## src/sv/scp_pkg.sv

```systemverilog
// Shared types and constants for the second-chance page replacement block.
package scp_pkg;

  localparam int FRAME_COUNT = 4;
  localparam int PAGE_BITS   = 8;
  localparam int FRAME_BITS  = (FRAME_COUNT > 1) ? $clog2(FRAME_COUNT) : 1;
  localparam int FAULT_BITS  = 16;

  localparam logic [FRAME_BITS-1:0] LAST_FRAME = FRAME_BITS'(FRAME_COUNT - 1);
  localparam logic [FAULT_BITS-1:0] FAULT_MAX  = {FAULT_BITS{1'b1}};

  // Controller to datapath commands.
  typedef struct packed {
    logic latch_in;
    logic lookup;
    logic scan_step;
    logic commit;
  } scp_cmd_t;

  // Datapath to controller status.
  typedef struct packed {
    logic hit;
    logic free_found;
    logic ref_at_hand;
    logic out_free;
  } scp_sts_t;

endpackage

```

## src/sv/scp_ctrl.sv

```systemverilog
// Controller state machine: sequences lookup, victim scan and commit.
module scp_ctrl (
  input  logic             clk,
  input  logic             rst,
  input  logic             in_valid,
  output logic             in_ready,
  input  scp_pkg::scp_sts_t sts,
  output scp_pkg::scp_cmd_t cmd
);
  import scp_pkg::*;

  typedef enum logic [3:0] {
    S_IDLE   = 4'b0001,
    S_LOOKUP = 4'b0010,
    S_SCAN   = 4'b0100,
    S_FINISH = 4'b1000
  } state_t;

  state_t state, state_next;

  always_comb begin
    state_next    = state;
    cmd           = '0;
    in_ready      = 1'b0;
    unique case (state)
      S_IDLE: begin
        in_ready     = 1'b1;
        cmd.latch_in = in_valid;
        if (in_valid) state_next = S_LOOKUP;
      end
      S_LOOKUP: begin
        cmd.lookup = 1'b1;
        state_next = (sts.hit || sts.free_found) ? S_FINISH : S_SCAN;
      end
      S_SCAN: begin
        // Clear a set bit and advance, or take the frame under the hand.
        cmd.scan_step = 1'b1;
        if (!sts.ref_at_hand) state_next = S_FINISH;
      end
      S_FINISH: begin
        // Hold until the output slot can take the result beat.
        cmd.commit = sts.out_free;
        if (sts.out_free) state_next = S_IDLE;
      end
      default: state_next = S_IDLE;
    endcase
  end

  always_ff @(posedge clk) begin
    if (rst) begin
      state <= S_IDLE;
    end else begin
      state <= state_next;
    end
  end

endmodule

```

## src/sv/scp_datapath.sv

```systemverilog
// Datapath: frame tags, valid and reference bits, clock hand, fault counter, result register.
module scp_datapath (
  input  logic                  clk,
  input  logic                  rst,
  input  scp_pkg::scp_cmd_t     cmd,
  output scp_pkg::scp_sts_t     sts,
  input  logic [7:0]            page_number,
  input  logic                  out_ready,
  output logic                  out_valid,
  output logic                  hit,
  output logic [1:0]            frame_index,
  output logic                  evicted_valid,
  output logic [7:0]            evicted_page,
  output logic [15:0]           fault_total
);
  import scp_pkg::*;

  logic [PAGE_BITS-1:0]   frame_tag [FRAME_COUNT];
  logic [FRAME_COUNT-1:0] frame_valid;
  logic [FRAME_COUNT-1:0] reference_bit;
  logic [FRAME_BITS-1:0]  clock_hand;
  logic [FAULT_BITS-1:0]  fault_counter;

  logic [PAGE_BITS-1:0]   page;
  logic                   hit_q;
  logic                   evict_q;
  logic [FRAME_BITS-1:0]  frame_q;
  logic [PAGE_BITS-1:0]   evict_tag;

  logic                   hit_any;
  logic [FRAME_BITS-1:0]  hit_frame;
  logic                   free_any;
  logic [FRAME_BITS-1:0]  free_frame;
  logic [FRAME_BITS-1:0]  hand_next;
  logic [FAULT_BITS-1:0]  fault_next;

  // Priority search: lowest-numbered match and lowest-numbered empty frame.
  always_comb begin
    hit_any    = 1'b0;
    hit_frame  = '0;
    free_any   = 1'b0;
    free_frame = '0;
    for (int i = FRAME_COUNT - 1; i >= 0; i--) begin
      if (frame_valid[i] && frame_tag[i] == page) begin
        hit_any   = 1'b1;
        hit_frame = FRAME_BITS'(i);
      end
      if (!frame_valid[i]) begin
        free_any   = 1'b1;
        free_frame = FRAME_BITS'(i);
      end
    end
  end

  assign hand_next  = (clock_hand == LAST_FRAME) ? '0 : clock_hand + 1'b1;
  assign fault_next = (!hit_q && fault_counter != FAULT_MAX) ?
                      fault_counter + 1'b1 : fault_counter;

  assign sts.hit         = hit_any;
  assign sts.free_found  = free_any;
  assign sts.ref_at_hand = reference_bit[clock_hand];
  assign sts.out_free    = !out_valid || out_ready;

  // Control state.
  always_ff @(posedge clk) begin
    if (rst) begin
      frame_valid   <= '0;
      reference_bit <= '0;
      clock_hand    <= '0;
      fault_counter <= '0;
      out_valid     <= 1'b0;
    end else begin
      if (cmd.scan_step && reference_bit[clock_hand]) begin
        reference_bit[clock_hand] <= 1'b0;
        clock_hand                <= hand_next;
      end
      if (cmd.commit) begin
        fault_counter <= fault_next;
        if (hit_q) begin
          reference_bit[frame_q] <= 1'b1;
        end else begin
          frame_valid[frame_q]   <= 1'b1;
          reference_bit[frame_q] <= 1'b0;
        end
        if (evict_q) clock_hand <= hand_next;
        out_valid <= 1'b1;
      end else if (out_ready) begin
        out_valid <= 1'b0;
      end
    end
  end

  // Tags reset to zero to match the cleared store.
  always_ff @(posedge clk) begin
    if (rst) begin
      for (int i = 0; i < FRAME_COUNT; i++) frame_tag[i] <= '0;
    end else if (cmd.commit && !hit_q) begin
      frame_tag[frame_q] <= page;
    end
  end

  // Per-item working registers and the result register.
  always_ff @(posedge clk) begin
    if (cmd.latch_in) page <= PAGE_BITS'(page_number);
    if (cmd.lookup) begin
      hit_q   <= hit_any;
      evict_q <= 1'b0;
      frame_q <= hit_any ? hit_frame : free_frame;
    end
    if (cmd.scan_step && !reference_bit[clock_hand]) begin
      evict_q   <= 1'b1;
      frame_q   <= clock_hand;
      evict_tag <= frame_tag[clock_hand];
    end
    if (cmd.commit) begin
      hit           <= hit_q;
      frame_index   <= 2'(frame_q);
      evicted_valid <= evict_q;
      evicted_page  <= evict_q ? 8'(evict_tag) : 8'd0;
      fault_total   <= 16'(fault_next);
    end
  end

endmodule

```

## src/sv/second_chance_page_replacement_top.sv

```systemverilog
// One reference at a time; the next beat is taken once the result is committed.
// The victim scan visits one frame per cycle through the clock hand (FRAME_COUNT + 1 max).
// A finished result waits in the output register while the next beat is accepted.
// Reset (rst, synchronous, active high) empties all frames, clears reference bits,
// puts the hand at frame zero and zeroes the fault counter; no clearing pass is needed.
module second_chance_page_replacement_top (
  input  logic        clk,
  input  logic        rst,
  input  logic        in_valid,
  output logic        in_ready,
  input  logic [7:0]  page_number,
  output logic        out_valid,
  input  logic        out_ready,
  output logic        hit,
  output logic [1:0]  frame_index,
  output logic        evicted_valid,
  output logic [7:0]  evicted_page,
  output logic [15:0] fault_total
);
  import scp_pkg::*;

  scp_cmd_t cmd;
  scp_sts_t sts;

  // Controller: accept a beat, look it up, scan for a victim, commit.
  scp_ctrl u_ctrl (
    .clk      (clk),
    .rst      (rst),
    .in_valid (in_valid),
    .in_ready (in_ready),
    .sts      (sts),
    .cmd      (cmd)
  );

  // Datapath: frame store, clock hand, fault counter and the result register.
  scp_datapath u_dp (
    .clk           (clk),
    .rst           (rst),
    .cmd           (cmd),
    .sts           (sts),
    .page_number   (page_number),
    .out_ready     (out_ready),
    .out_valid     (out_valid),
    .hit           (hit),
    .frame_index   (frame_index),
    .evicted_valid (evicted_valid),
    .evicted_page  (evicted_page),
    .fault_total   (fault_total)
  );

`ifndef NO_ASSERTIONS
  // A hit never evicts anything.
  a_hit_no_evict: assert property (@(posedge clk) disable iff (rst)
    out_valid && hit |-> !evicted_valid) else $error("eviction reported on a hit");

  // No eviction means a zero evicted page.
  a_evict_page_zero: assert property (@(posedge clk) disable iff (rst)
    out_valid && !evicted_valid |-> evicted_page == 8'd0)
    else $error("evicted page nonzero without eviction");

  // One reference at a time: after an accepted beat the input closes.
  a_one_in_flight: assert property (@(posedge clk) disable iff (rst)
    in_valid && in_ready |=> !in_ready) else $error("second beat taken while busy");

  // Reset empties the output register.
  a_reset_out: assert property (@(posedge clk)
    rst |=> !out_valid) else $error("result valid after reset");
`endif

endmodule

```

## config.mk

```make
export PLATFORM = sky130hd
export DESIGN_NAME = second_chance_page_replacement_top
export DESIGN_NICKNAME = d
export VERILOG_FILES = /design/src/sv/scp_pkg.sv /design/src/sv/scp_ctrl.sv /design/src/sv/scp_datapath.sv /design/src/sv/second_chance_page_replacement_top.sv
export SDC_FILE = /design/constraint.sdc
export NUM_CORES = 1
export LEC_CHECK = 0
export BUFFER_PORTS_ARGS = -buffer_cell sky130_fd_sc_hd__buf_2
export CELL_PAD_IN_SITES_DETAIL_PLACEMENT = 1
export CELL_PAD_IN_SITES_GLOBAL_PLACEMENT = 2
export CORE_UTILIZATION = 44
export DETAILED_ROUTE_END_ITERATION = 12
export PLACE_DENSITY = 0.91
export SLEW_MARGIN = 20
export SYNTH_ARGS = -nofsm -noshare
export SYNTH_HDL_FRONTEND = slang
export SYNTH_SLANG_ARGS = --single-unit
```

## constraint.sdc

```tcl
create_clock -name clk -period 8.65 [get_ports clk]
set_input_delay 1.2975 -clock clk [delete_from_list [all_inputs] [get_ports clk]]
set_output_delay 1.2975 -clock clk [all_outputs]
set_load 0.02 [all_outputs]
```

==> results_dict.tcl <==
set metrics [dict create \
    post-route-cell-area_mm2 0.00580 \
    grt_start_max_net_pins 35 \
    vias 3373 \
    crit_path_to "u_dp.frame_tag[1][3]" \
    synth-main-ff-cell "edfxtp_1" \
    status "finished clean" \
    routed_wirelength_mm 11.5 \
    netlist_instances 433 \
    finalHoldViolCount 0 \
    holdCritPathClass "reg -> reg" \
    die_w_um 110 \
    cts_buffers 9 \
    vertical_extent_of_the_die_um 110 \
    place.detailed.hpwl_mm 7.93 \
    peakVddDrop_v 0.000177 \
    effective_utilization_at_floorplan 0.453 \
    postCtsSetupRepairBufs 0 \
    timing.critical_path.arrival_ps 3320 \
    reg2reg_from "u_ctrl.state[0]" \
    synth_sequential_area_ratio 0.583 \
    cts.repair.resized 0 \
    postSynthAreaPerCell_um2 11.9 \
    design.die.area_mm2 0.0122 \
    number_of_synthesized_flops_with_an_enable_pin 79 \
    yosys_warnings 0 \
    path_class "in -> reg" \
    placed_cell_area_mm2 0.00547 \
    placed_cells 595 \
    mappedNetlistNets 450 \
    layout.nets 481 \
    timing.final.crit_share 0.358 \
    final_layout_size_suffix_gt1_frac 0.173 \
    clock_tree_from_tritoncts "yes" \
    globalRouteTotalUtil 0.200 \
    clock_latency_on_the_worst_skew_pair_ps 360 \
    async_reset_ff_frac 0 \
    max_freq_mhz 323 \
    number_of_distinct_library_cells_after_synthesis 56 \
    cts_max_path_bufs 2 \
    port_buffers 41 \
    min_period_ps 3100 \
    detail_route.iter0.violations 193 \
    gp_routability_congestion 0.801 \
    synth_top_cells_by_area "edfxtp_1 (46%), dfxtp_1 (12%), xnor2_1 (4.9%)" \
    final_max_slew_viol_count 0 \
    routed_wire_length_per_instance_um 18.9 \
    syn2layout_area_growth_pct 12.1 \
    grt_pass1_wl_mm 18.7 \
    worstMarginPinSlew_ps 909 \
    mappedNetlistArea_mm2 0.00517 \
    drc 0 \
    rows 39 \
    max_cap_violations 0 \
    report.power.total_w 0.00107 \
    timing.final.setup_violations 0 \
    ys_top_cells_by_count "edfxtp_1 (79), dfxtp_1 (32), nor2_1 (32)" \
    worst-path-max-fanout 34 \
    boundaryPins 42 \
    path_depth_of_the_worst_reg2reg_path 6 \
    leakage_nw 2.05 \
    synth_area_leader_cell "edfxtp_1" \
    crit-reg2reg-capture "u_dp.frame_tag[1][3]" \
    drtAntennaViolNets 0 \
    end_kind "flip-flop" \
    unrepaired_setup_endpoints_after_global_routing "no" \
    cts.htree.levels 3 \
    hold_slack_ps 487 \
    grt_antenna_before_repair 0 \
    cellPowerDensity_mw_per_mm2 184 \
    yosys_register_bits 111 \
    reg2reg_setup_slack_ps 5910 \
    crit_start "out_ready" \
    drt_pre_antenna_iters 4 \
    tightest_slew_margin_relative_to_the_limit 0.393 \
    startpoint_type "input pin" \
    final.setup.tns_ps 0 \
    post_cts_hold_buffer_count 0 \
    clockRootBuffer "clkbuf_16" \
    number_of_global_route_vias_before_repair 3629 \
    detail_route.vias_per_cell 5.51 \
    diodes 0 \
    core_area_mm2 0.0114 \
    finClkSkew_ps 5.70 \
    finalNonFillerCells 612 \
    synth.top_cell.area_share 0.459 \
    cts.clk_slew.worst_paths_ps 70 \
    leading_cell_type_by_number_of_instances_after_synthesis "edfxtp_1" \
    clock_sink_count 111 \
    required_ps 8870 \
    globalRouteOverflowTotal 0 \
]
[critical path, stage by stage]
cell and delay, ps:
buf_2 100, and2b_2 270, nor2_4 110, buf_4 390
nand3b_1 190, nor3_1 700, and2_1 240
[placed cells by master (no fill, tap or decap), types with 3 or more instances in the layout]
cell / count
xnor2_1: 29
a21oi_1: 14
mux4_2: 9
edfxtp_1: 79
or3_1: 9
nor3_1: 8
ha_1: 5
nor4_1: 3
clkbuf_16: 9
nor2_1: 32
nand4_1: 12
nand3b_1: 3
a31oi_1: 3
o21ai_0: 12
inv_1: 8
nand3_1: 12
and3_1: 17
and2_1: 27
dfxtp_1: 32
nand2_1: 29
xor2_1: 22
buf_2: 41
[kinds of logic (layout without fill, tap and decap cells)]
logic type,after synthesis,after routing,synth area share
adder cells (fa/ha/maj),5,5,0.0121
buffers and inverters,32,68,0.0288
multiplexers,12,12,0.0452
AO/OA/AOI/OAI,49,49,0.0588
AND/OR/NAND/NOR,173,173,0.186
flip-flops,111,111,0.583
XOR/XNOR,51,51,0.0864
[sequential cells by signal (all words and copies together), names as in the netlist, 4 cells and up]
register / cells
u_ctrl.state: 4
u_dp.frame_valid: 4
u_dp.fault_total: 16
u_dp.page: 8
u_dp.evicted_page: 8
u_dp.fault_counter: 16
u_dp.reference_bit: 4
u_dp.frame_tag: 32
u_dp.evict_tag: 8
[final cells by class]
class	count	area, um2
Sequential cell	111	3010
Timing Repair Buffer	44	231
Tap cell	143	179
Clock buffer	11	233
Clock inverter	5	83.8
Fill cell	1204	5620
Inverter	8	30.0
Multi-Input combinational cell	290	2030
[metrics by stage]
stage               utilization  setup WS, ps
finish                    0.508          5550
global route              0.508          5360
CTS                       0.506          5220
detailed placement        0.479          4880
global placement          0.479          5050
floorplan                     -          5270
[metal layers]
metal	vias to the layer above	global-route usage	part of all wire
met1	1680	0.220	0.41
met4	0	0.0667	0.017
met3	14	0.0582	0.039
met5	-	0	0
li1	1621	-	-
met2	58	0.365	0.53
[worst min path at each step]
stage / slack (ps) / start / cells past startpoint / to
after detailed placement: 470 / u_dp.reference_bit[1] / 2 / u_dp.reference_bit[1]
after floorplan: 430 / u_dp.reference_bit[1] / 2 / u_dp.reference_bit[1]
final: 490 / u_dp.reference_bit[1] / 2 / u_dp.reference_bit[1]
after global routing: 500 / u_dp.reference_bit[1] / 2 / u_dp.reference_bit[1]
after global placement: 450 / u_dp.reference_bit[1] / 2 / u_dp.reference_bit[1]
after CTS: 490 / u_dp.reference_bit[1] / 2 / u_dp.reference_bit[1]
[power breakdown]
part | leakage (nW) | internal (W) | switching [W]
sequential | 0.979 | 0.000575 | 0.0000124
combinational | 0.922 | 0.0000151 | 0.0000210
clock | 0.146 | 0.000255 | 0.000191
total | 2.05 | 0.000845 | 0.000224
No activity file was read; power rests on OpenSTA's default activity.
